--- src/motion_activated_click_mode_core_assert.svh ---
// assertion helpers for the click mode rtl
`ifndef MOTION_ACTIVATED_CLICK_MODE_CORE_ASSERT_SVH
`define MOTION_ACTIVATED_CLICK_MODE_CORE_ASSERT_SVH

// same-cycle implication, checked out of reset
`define MAC_ASSERT_NOW(label, clk, rst_n, cond, conseq) \
    label: assert property (@(posedge clk) disable iff (!rst_n) (cond) |-> (conseq)) \
        else $error("click mode assertion failed");

// next-cycle implication, checked out of reset
`define MAC_ASSERT_NEXT(label, clk, rst_n, cond, conseq) \
    label: assert property (@(posedge clk) disable iff (!rst_n) (cond) |=> (conseq)) \
        else $error("click mode assertion failed");

`endif

--- src/mac_pkg.sv ---
package mac_pkg;

    // mode machine, one-hot
    typedef enum logic [4:0] {
        MODE_IDLE      = 5'b00001,
        MODE_WAITING   = 5'b00010,
        MODE_CLICKABLE = 5'b00100,
        MODE_CLICKING  = 5'b01000,
        MODE_CLICKED   = 5'b10000
    } mode_t;

    // encoded mode as reported on the result word
    localparam logic [2:0] CODE_IDLE      = 3'd0;
    localparam logic [2:0] CODE_WAITING   = 3'd1;
    localparam logic [2:0] CODE_CLICKABLE = 3'd2;
    localparam logic [2:0] CODE_CLICKING  = 3'd3;
    localparam logic [2:0] CODE_CLICKED   = 3'd4;

    // item op codes
    localparam logic [1:0] OP_POINTER = 2'd0;
    localparam logic [1:0] OP_SENSOR  = 2'd1;
    localparam logic [1:0] OP_KEY     = 2'd2;

    // layer event codes
    localparam logic [1:0] EV_NONE    = 2'd0;
    localparam logic [1:0] EV_ENABLE  = 2'd1;
    localparam logic [1:0] EV_DISABLE = 2'd2;

    // configuration register indexes
    localparam int CFG_INDEX_W = 2;
    localparam int CFG_DATA_W  = 16;
    localparam logic [CFG_INDEX_W-1:0] CFG_THRESHOLD         = 2'd0;
    localparam logic [CFG_INDEX_W-1:0] CFG_CLICKABLE_TIMEOUT = 2'd1;
    localparam logic [CFG_INDEX_W-1:0] CFG_WAITING_TIMEOUT   = 2'd2;

    // configuration reset values
    localparam logic [14:0] THRESHOLD_RST         = 15'd50;
    localparam logic [15:0] CLICKABLE_TIMEOUT_RST = 16'd1000;
    localparam logic [15:0] WAITING_TIMEOUT_RST   = 16'd50;

    localparam logic [14:0] SUM_MAX = 15'h7fff;

    typedef struct packed {
        logic [1:0]         op;
        logic signed [15:0] dx;
        logic signed [15:0] dy;
        logic [15:0]        now_ms;
        logic               key_pressed;
        logic               key_is_noop;
        logic               key_transparent;
    } in_item_t;

    typedef struct packed {
        logic [2:0] mode_state;
        logic       click_layer_on;
        logic [1:0] layer_event;
    } out_item_t;

    typedef struct packed {
        logic [14:0] move_limit;
        logic [15:0] clickable_timeout_ms;
        logic [15:0] waiting_timeout_ms;
    } cfg_t;

    // magnitude of a 16-bit two's complement value, 32768 included
    function automatic logic [16:0] abs16(input logic [15:0] v);
        if (v[15])
            return 17'h10000 - {1'b0, v};
        return {1'b0, v};
    endfunction

    // add a motion amount to the sum, clamped at the 15-bit limit
    function automatic logic [14:0] sat_add(input logic [14:0] a, input logic [16:0] b);
        logic [17:0] s;
        s = {3'b000, a} + {1'b0, b};
        if (s > {3'b000, SUM_MAX})
            return SUM_MAX;
        return s[14:0];
    endfunction

    function automatic logic [2:0] mode_code(input mode_t m);
        logic [2:0] c;
        unique case (m)
            MODE_IDLE:      c = CODE_IDLE;
            MODE_WAITING:   c = CODE_WAITING;
            MODE_CLICKABLE: c = CODE_CLICKABLE;
            MODE_CLICKING:  c = CODE_CLICKING;
            MODE_CLICKED:   c = CODE_CLICKED;
            default:        c = CODE_IDLE;
        endcase
        return c;
    endfunction

endpackage

--- src/mac_cfg.sv ---
module mac_cfg (
    input  logic                             clk,
    input  logic                             rst_n,
    input  logic                             cfg_we,
    input  logic [mac_pkg::CFG_INDEX_W-1:0]  cfg_index,
    input  logic [mac_pkg::CFG_DATA_W-1:0]   cfg_data,
    output mac_pkg::cfg_t                    cfg
);

    logic [14:0] threshold_reg;
    logic [15:0] clickable_timeout_reg;
    logic [15:0] waiting_timeout_reg;

    // register writes, unused index ignored
    always_ff @(posedge clk or negedge rst_n)
    begin
        if (!rst_n)
        begin
            threshold_reg         <= mac_pkg::THRESHOLD_RST;
            clickable_timeout_reg <= mac_pkg::CLICKABLE_TIMEOUT_RST;
            waiting_timeout_reg   <= mac_pkg::WAITING_TIMEOUT_RST;
        end
        else if (cfg_we)
        begin
            unique case (cfg_index)
                mac_pkg::CFG_THRESHOLD:         threshold_reg         <= cfg_data[14:0];
                mac_pkg::CFG_CLICKABLE_TIMEOUT: clickable_timeout_reg <= cfg_data;
                mac_pkg::CFG_WAITING_TIMEOUT:   waiting_timeout_reg   <= cfg_data;
                default:                        ;
            endcase
        end
    end

    assign cfg.move_limit           = threshold_reg;
    assign cfg.clickable_timeout_ms = clickable_timeout_reg;
    assign cfg.waiting_timeout_ms   = waiting_timeout_reg;

endmodule

--- src/mac_fsm.sv ---
`include "motion_activated_click_mode_core_assert.svh"

module mac_fsm (
    input  logic                 clk,
    input  logic                 rst_n,
    input  logic                 fire,
    input  mac_pkg::in_item_t    item,
    input  mac_pkg::cfg_t        cfg,
    output mac_pkg::out_item_t   result
);

    mac_pkg::mode_t mode_reg, mode_next;
    logic [14:0]    motion_sum_reg, motion_sum_next;
    logic [15:0]    time_stamp_reg, time_stamp_next;
    logic           layer_active_reg, layer_active_next;
    logic [1:0]     event_next;

    logic [16:0] amount;
    logic        moved;
    logic [14:0] sum_acc;
    logic [14:0] sum_new;
    logic [15:0] elapsed;
    logic        in_click;

    // motion magnitude and timing terms
    assign amount   = mac_pkg::abs16(item.dx) + mac_pkg::abs16(item.dy);
    assign moved    = (item.dx != 16'sd0) || (item.dy != 16'sd0);
    assign sum_acc  = mac_pkg::sat_add(motion_sum_reg, amount);
    assign sum_new  = mac_pkg::sat_add(15'd0, amount);
    assign elapsed  = item.now_ms - time_stamp_reg;
    assign in_click = (mode_reg == mac_pkg::MODE_CLICKABLE) ||
                      (mode_reg == mac_pkg::MODE_CLICKING) ||
                      (mode_reg == mac_pkg::MODE_CLICKED);

    // next state for the word in flight
    always_comb
    begin
        mode_next         = mode_reg;
        motion_sum_next   = motion_sum_reg;
        time_stamp_next   = time_stamp_reg;
        layer_active_next = layer_active_reg;
        event_next        = mac_pkg::EV_NONE;
        unique case (item.op)
            mac_pkg::OP_POINTER:
            begin
                if (moved)
                begin
                    unique case (mode_reg) inside
                        mac_pkg::MODE_WAITING:
                        begin
                            if (sum_acc >= cfg.move_limit)
                            begin
                                motion_sum_next   = 15'd0;
                                layer_active_next = 1'b1;
                                time_stamp_next   = item.now_ms;
                                mode_next         = mac_pkg::MODE_CLICKABLE;
                                event_next        = mac_pkg::EV_ENABLE;
                            end
                            else
                                motion_sum_next = sum_acc;
                        end
                        mac_pkg::MODE_CLICKABLE: time_stamp_next = item.now_ms;
                        mac_pkg::MODE_CLICKING,
                        mac_pkg::MODE_CLICKED:   ;
                        default:
                        begin
                            time_stamp_next = item.now_ms;
                            mode_next       = mac_pkg::MODE_WAITING;
                            motion_sum_next = sum_new;
                        end
                    endcase
                end
                else
                begin
                    // idle poll: timeouts and return from clicked
                    unique case (mode_reg)
                        mac_pkg::MODE_WAITING:
                        begin
                            if (elapsed > cfg.waiting_timeout_ms)
                            begin
                                motion_sum_next = 15'd0;
                                mode_next       = mac_pkg::MODE_IDLE;
                            end
                        end
                        mac_pkg::MODE_CLICKABLE:
                        begin
                            if (elapsed > cfg.clickable_timeout_ms)
                            begin
                                mode_next         = mac_pkg::MODE_IDLE;
                                layer_active_next = 1'b0;
                                motion_sum_next   = 15'd0;
                                event_next        = mac_pkg::EV_DISABLE;
                            end
                        end
                        mac_pkg::MODE_CLICKING: ;
                        mac_pkg::MODE_CLICKED:
                        begin
                            mode_next       = mac_pkg::MODE_CLICKABLE;
                            time_stamp_next = item.now_ms;
                        end
                        default:
                        begin
                            motion_sum_next = 15'd0;
                            mode_next       = mac_pkg::MODE_IDLE;
                        end
                    endcase
                end
            end
            mac_pkg::OP_SENSOR:
            begin
                if (moved)
                begin
                    unique case (mode_reg) inside
                        mac_pkg::MODE_IDLE:
                        begin
                            mode_next       = mac_pkg::MODE_WAITING;
                            time_stamp_next = item.now_ms;
                            motion_sum_next = sum_new;
                        end
                        mac_pkg::MODE_WAITING:
                        begin
                            // sum is kept on this path when the layer turns on
                            motion_sum_next = sum_acc;
                            if (sum_acc >= cfg.move_limit)
                            begin
                                layer_active_next = 1'b1;
                                time_stamp_next   = item.now_ms;
                                mode_next         = mac_pkg::MODE_CLICKABLE;
                                event_next        = mac_pkg::EV_ENABLE;
                            end
                        end
                        mac_pkg::MODE_CLICKABLE,
                        mac_pkg::MODE_CLICKED:
                        begin
                            mode_next       = mac_pkg::MODE_CLICKABLE;
                            time_stamp_next = item.now_ms;
                        end
                        default: ;
                    endcase
                end
            end
            mac_pkg::OP_KEY:
            begin
                if (in_click)
                begin
                    if (item.key_pressed)
                    begin
                        if (item.key_is_noop || item.key_transparent)
                        begin
                            mode_next         = mac_pkg::MODE_IDLE;
                            layer_active_next = 1'b0;
                            motion_sum_next   = 15'd0;
                            event_next        = mac_pkg::EV_DISABLE;
                        end
                        else
                            mode_next = mac_pkg::MODE_CLICKING;
                    end
                    else if (mode_reg == mac_pkg::MODE_CLICKING)
                    begin
                        mode_next       = mac_pkg::MODE_CLICKED;
                        time_stamp_next = item.now_ms;
                    end
                end
            end
            default: ;
        endcase
    end

    // state registers advance once per word
    always_ff @(posedge clk or negedge rst_n)
    begin
        if (!rst_n)
        begin
            mode_reg         <= mac_pkg::MODE_IDLE;
            motion_sum_reg   <= 15'd0;
            time_stamp_reg   <= 16'd0;
            layer_active_reg <= 1'b0;
        end
        else if (fire)
        begin
            mode_reg         <= mode_next;
            motion_sum_reg   <= motion_sum_next;
            time_stamp_reg   <= time_stamp_next;
            layer_active_reg <= layer_active_next;
        end
    end

    // result for the word in flight
    assign result.mode_state     = mac_pkg::mode_code(mode_next);
    assign result.click_layer_on = layer_active_next;
    assign result.layer_event    = event_next;

    // layer flag tracks the click states
    `MAC_ASSERT_NOW(a_layer_matches_mode, clk, rst_n, 1'b1, layer_active_reg == in_click)
    // idle never holds a motion sum
    `MAC_ASSERT_NOW(a_idle_sum_clear, clk, rst_n, mode_reg == mac_pkg::MODE_IDLE,
        motion_sum_reg == 15'd0)
    // enable event lands in clickable with the stamp taken
    `MAC_ASSERT_NEXT(a_enable_clickable, clk, rst_n,
        fire && (event_next == mac_pkg::EV_ENABLE),
        (mode_reg == mac_pkg::MODE_CLICKABLE) && (time_stamp_reg == $past(item.now_ms)))
    // disable event returns to idle
    `MAC_ASSERT_NEXT(a_disable_idle, clk, rst_n,
        fire && (event_next == mac_pkg::EV_DISABLE),
        (mode_reg == mac_pkg::MODE_IDLE) && !layer_active_reg)

endmodule

--- src/motion_activated_click_mode_core.sv ---
// Motion-activated click mode controller. Each input word (pointer report or
// poll, sensor motion, or key event, stamped with a 16-bit millisecond time)
// produces exactly one result word carrying the mode, the click layer flag and
// any layer enable/disable event. A word is registered on entry, the mode
// machine updates from the input register, and the result is registered on
// exit. A new word is taken every cycle while the output does not stall; the
// combinational state update between the input and result registers sets
// that rate. Stall on the output holds the result register and, once the input
// register is also full, raises the input stall. Configuration writes take
// effect at once and are meant only while no word is in flight.
module motion_activated_click_mode_core (
    input  logic                             clk,
    input  logic                             rst_n,
    input  logic                             in_valid,
    output logic                             in_stall,
    input  mac_pkg::in_item_t                in_data,
    output logic                             out_valid,
    input  logic                             out_stall,
    output mac_pkg::out_item_t               out_data,
    input  logic                             cfg_we,
    input  logic [mac_pkg::CFG_INDEX_W-1:0]  cfg_index,
    input  logic [mac_pkg::CFG_DATA_W-1:0]   cfg_data
);

    mac_pkg::in_item_t  in_reg;
    logic               in_valid_reg;
    mac_pkg::out_item_t out_reg;
    logic               out_valid_reg;

    mac_pkg::cfg_t      cfg;
    mac_pkg::out_item_t result;
    logic               out_ready;
    logic               fire;
    logic               in_take;

    // handshake between the two register stages
    assign out_ready = !out_valid_reg || !out_stall;
    assign fire      = in_valid_reg && out_ready;
    assign in_stall  = in_valid_reg && !out_ready;
    assign in_take   = in_valid && !in_stall;

    mac_cfg u_cfg (
        .clk       (clk),
        .rst_n     (rst_n),
        .cfg_we    (cfg_we),
        .cfg_index (cfg_index),
        .cfg_data  (cfg_data),
        .cfg       (cfg)
    );

    mac_fsm u_fsm (
        .clk    (clk),
        .rst_n  (rst_n),
        .fire   (fire),
        .item   (in_reg),
        .cfg    (cfg),
        .result (result)
    );

    // input register
    always_ff @(posedge clk or negedge rst_n)
    begin
        if (!rst_n)
            in_valid_reg <= 1'b0;
        else
            in_valid_reg <= in_take || (in_valid_reg && !fire);
    end

    always_ff @(posedge clk)
    begin
        if (in_take)
            in_reg <= in_data;
    end

    // result register
    always_ff @(posedge clk or negedge rst_n)
    begin
        if (!rst_n)
            out_valid_reg <= 1'b0;
        else
            out_valid_reg <= fire || (out_valid_reg && out_stall);
    end

    always_ff @(posedge clk)
    begin
        if (fire)
            out_reg <= result;
    end

    assign out_valid = out_valid_reg;
    assign out_data  = out_reg;

endmodule
--- config.mk ---
export PLATFORM = sky130hd
export DESIGN_NAME = motion_activated_click_mode_core
export DESIGN_NICKNAME = d
export VERILOG_FILES = /design/src/mac_pkg.sv /design/src/mac_cfg.sv /design/src/mac_fsm.sv /design/src/motion_activated_click_mode_core.sv
export VERILOG_INCLUDE_DIRS = /design/src /design/src/src
export SDC_FILE = /design/constraint.sdc
export NUM_CORES = 1
export LEC_CHECK = 0
export BUFFER_PORTS_ARGS = -buffer_cell sky130_fd_sc_hd__buf_2
export CORE_MARGIN = 2
export CORE_UTILIZATION = 50
export DETAILED_ROUTE_END_ITERATION = 6
export GPL_TIMING_DRIVEN = 0
export PLACE_DENSITY = 0.74
export REMOVE_ABC_BUFFERS = 1
export SLEW_MARGIN = 20
export SYNTH_ARGS = -nofsm -noshare
export SYNTH_HDL_FRONTEND = slang
export SYNTH_SLANG_ARGS = --single-unit
--- constraint.sdc ---
create_clock -name clk -period 16.4 [get_ports clk]
set_input_delay 2.46 -clock clk [delete_from_list [all_inputs] [get_ports clk]]
set_output_delay 2.46 -clock clk [all_outputs]
set_load 0.05 [all_outputs]
==> flow_metrics.py <==
metrics = {
    "status": {
        "status": "complete, no violations",
    },
    "placed_design": {
        "dp_hpwl_um": 17700,
        "gp_congestion": 0.898,
        "numPortBuffers": 83,
        "place_worst_setup_slack_ps": 7960,
        "dp_cells": 1413,
    },
    "worst_setup_path": {
        "worstSetupPathType": "flop to flop",
        "path_max_fanout": 15,
        "worstSetupStartpointType": "flop",
        "required_ps": 16720,
        "crit_arrival_ps": 8850,
        "cp-end-kind": "flop",
        "r2r-start": "in_reg[21]",
        "r2r_cells": 29,
        "r2r_slack_ps": 7870,
        "crit_buf_inv": 0,
        "slowest_stage": "nor3_2",
        "r2r_end": "u_fsm.time_stamp_reg[9]",
        "max_stage_delay_ps": 550,
        "cp_top_family": "compound AO/OA/AOI/OAI gates",
    },
    "grt": {
        "grt-ovfl-total": 0,
        "grt_max_degree": 54,
        "grt_usage": 0.219,
        "grt_antenna_before_repair": 0,
        "first_global_vias": 8256,
        "grt_pass1_wl_um": 39100,
    },
    "synth": {
        "synthArstFlopShare": 0.593,
        "synth-edff-count": 59,
        "synth_top_cells_by_count": "ha_1 (101), inv_1 (97), nand2_1 (96), dfrtp_1 (73), o21ai_0 (66)",
        "synth_top_family_by_area": "compound AO/OA/AOI/OAI gates",
        "netlist_instances": 1087,
        "synth-main-ff-cell": "dfrtp_1",
        "synth_seq_cells": 145,
        "synth_seq_area_share": 0.374,
        "synth_compound_area_frac": 0.196,
        "syn_area_um2": 10500,
        "yosysUniqueCellTypes": 87,
        "synth_xor_area_frac": 0.0573,
        "yosysTopAreaCell": "dfrtp_1",
        "ys.warnings.count": 0,
        "synthAdderAreaFrac": 0.126,
        "synth_area_leaders": "dfrtp_1 (17%), edfxtp_1 (17%), ha_1 (12%), mux2_2 (5.4%), xnor2_1 (3.8%)",
        "yosysMostFrequentCell": "ha_1",
        "synth_top_area_share": 0.173,
        "synthSimpleGateAreaFrac": 0.140,
        "synth.area.mux_share": 0.0585,
        "synth_area_per_cell_um2": 9.70,
    },
    "worst_hold_path": {
        "hp-class": "flop to flop",
        "hold_end": "out_valid",
        "hold_depth": 1,
        "min_from": "in_valid_reg",
    },
    "routing": {
        "first_pass_iters": 5,
        "drt-initial-drc-count": 487,
        "via_per_inst": 5.75,
        "drc_errors": 0,
        "ant_nets": 0,
        "num_vias": 8314,
        "drt-total-wl_um": 23600,
        "avgRoutedWirePerCell_um": 16.3,
    },
    "sta": {
        "final-setup-viol-count": 0,
        "tightest_slew_ps": 1000,
        "setup-tns-final_ps": 0,
        "period_minus_slack_ps": 8530,
        "rsz0062_at_grt": "no",
        "max_freq_mhz": 117,
        "max_slew_margin": 0.325,
        "fin_skew_ps": 18.0,
        "final_hold_viol_count": 0,
        "fin_crit_sh": 0.520,
        "final.setup.worst_slack_ps": 7870,
        "slew_violations": 0,
    },
    "clock_network": {
        "cts_buffer_depth": 2,
        "cts_resized": 0,
        "cts_made_buffers": 17,
        "cts_sinks": 145,
        "clock_latency_ps": 430,
        "clock-root-buffer": "clkbuf_16",
        "clkTransAtPathRegs_ps": 70,
        "postCtsSetupRepairBufs": 0,
        "tritoncts": "built",
        "cts_hold_buf": 0,
        "htree_levels": 4,
    },
    "cells_and_area": {
        "nNetsFinal": 1337,
        "area_delta_synth_final_pct": 11.9,
        "largest_register_ffs": 53,
        "layout-drive-gt1-share": 0.197,
        "instances_no_fill": 1446,
    },
    "job": {
        "cap_violations": 0,
    },
    "floorplanning": {
        "die_w_um": 149,
        "rows": 53,
        "start_util": 0.505,
        "dieArea_um2": 22300,
        "die_y_um": 149,
        "io_pins": 84,
        "core-area_um2": 20900,
    },
    "power_and_ir_drop": {
        "ir_drop_mv": 0.126,
        "p_leak_nw": 5.08,
        "powerDensity_nw_per_um2": 190,
    },
}
[layout make-up]
| type | count | area, um2 |
|---|---|---|
| fill | 1807 | 9090 |
| multi-input combinational | 811 | 6110 |
| inverter | 97 | 364 |
| clock buffer | 19 | 433 |
| clock inverter | 13 | 150 |
| timing repair buffer | 85 | 457 |
| sequential | 145 | 3940 |
| tap | 275 | 344 |
| antenna | 1 | 2.50 |
[worst max-delay path by stage]
stage                     startpoint                       end  slack [ps]  depth (start not counted)
after floorplan           in_reg[22]  u_fsm.time_stamp_reg[10]        9470                         29
after global placement    in_reg[21]  u_fsm.time_stamp_reg[14]        8150                         29
after detailed placement  in_reg[21]   u_fsm.time_stamp_reg[9]        7960                         29
after CTS                 in_reg[21]   u_fsm.time_stamp_reg[9]        7920                         29
after global routing      in_reg[21]   u_fsm.time_stamp_reg[9]        7090                         29
final                     in_reg[21]   u_fsm.time_stamp_reg[9]        7870                         29
[cell families (layout without fill, tap and decap cells)]
logic type                 after synthesis  in the layout
AOI/OAI and AO/OA                      292            292
and+or+nand+nor                        292            292
DFF                                    145            145
buffers and inverters                  131            214
adders and majority gates              104            104
xor gates and xnor gates                69             69
muxes                                   54             54
other                                    0              1
[placed cells by master (no fill, tap or decap), types with 11 or more instances in the layout]
master	instances
edfxtp_1	59
ha_1	101
a211oi_1	19
or2_2	12
o22ai_1	16
nor4_1	13
o31ai_1	15
a21oi_1	52
nand2b_1	13
o21ai_0	66
buf_2	82
nand3_1	28
a21o_1	13
xnor2_1	46
dfrtp_1	73
xor2_1	23
nand2_1	96
dfstp_2	13
clkbuf_16	17
inv_1	97
nor3_1	18
nand4_1	16
nor2_1	53
mux2_2	51
o21a_1	11
a221oi_1	15
[report_power, final]
group | switching [mW] | leakage [nW] | total [mW] | internal [mW]
registers | 0.0690 | 1.59 | 0.531 | 0.462
logic | 0.765 | 3.21 | 1.33 | 0.560
clock network | 0.163 | 0.284 | 0.389 | 0.227
total | 0.996 | 5.08 | 2.25 | 1.25
[stage by stage]
stage / total power, mW / utilization / cell area [um2] / hold WS, ps
after detailed placement: 1.85 / 0.537 / 11200 / 480
after floorplan: 1.54 / - / 10400 / 456
after CTS: 2.25 / 0.565 / 11800 / 497
after global placement: 1.81 / 0.534 / 11200 / 473
after global routing: 2.45 / 0.565 / 11800 / 511
final: 2.25 / 0.565 / 11800 / 491
[metal layers]
metal,vias to the layer above,GRT usage,part of all wire
li1,4142,-,-
met1,3980,0.279,0.46
met2,168,0.384,0.49
met3,24,0.0349,0.037
met4,0,0.0652,0.013
met5,-,0,0
Note: power is estimated with default switching activity, not from simulation.
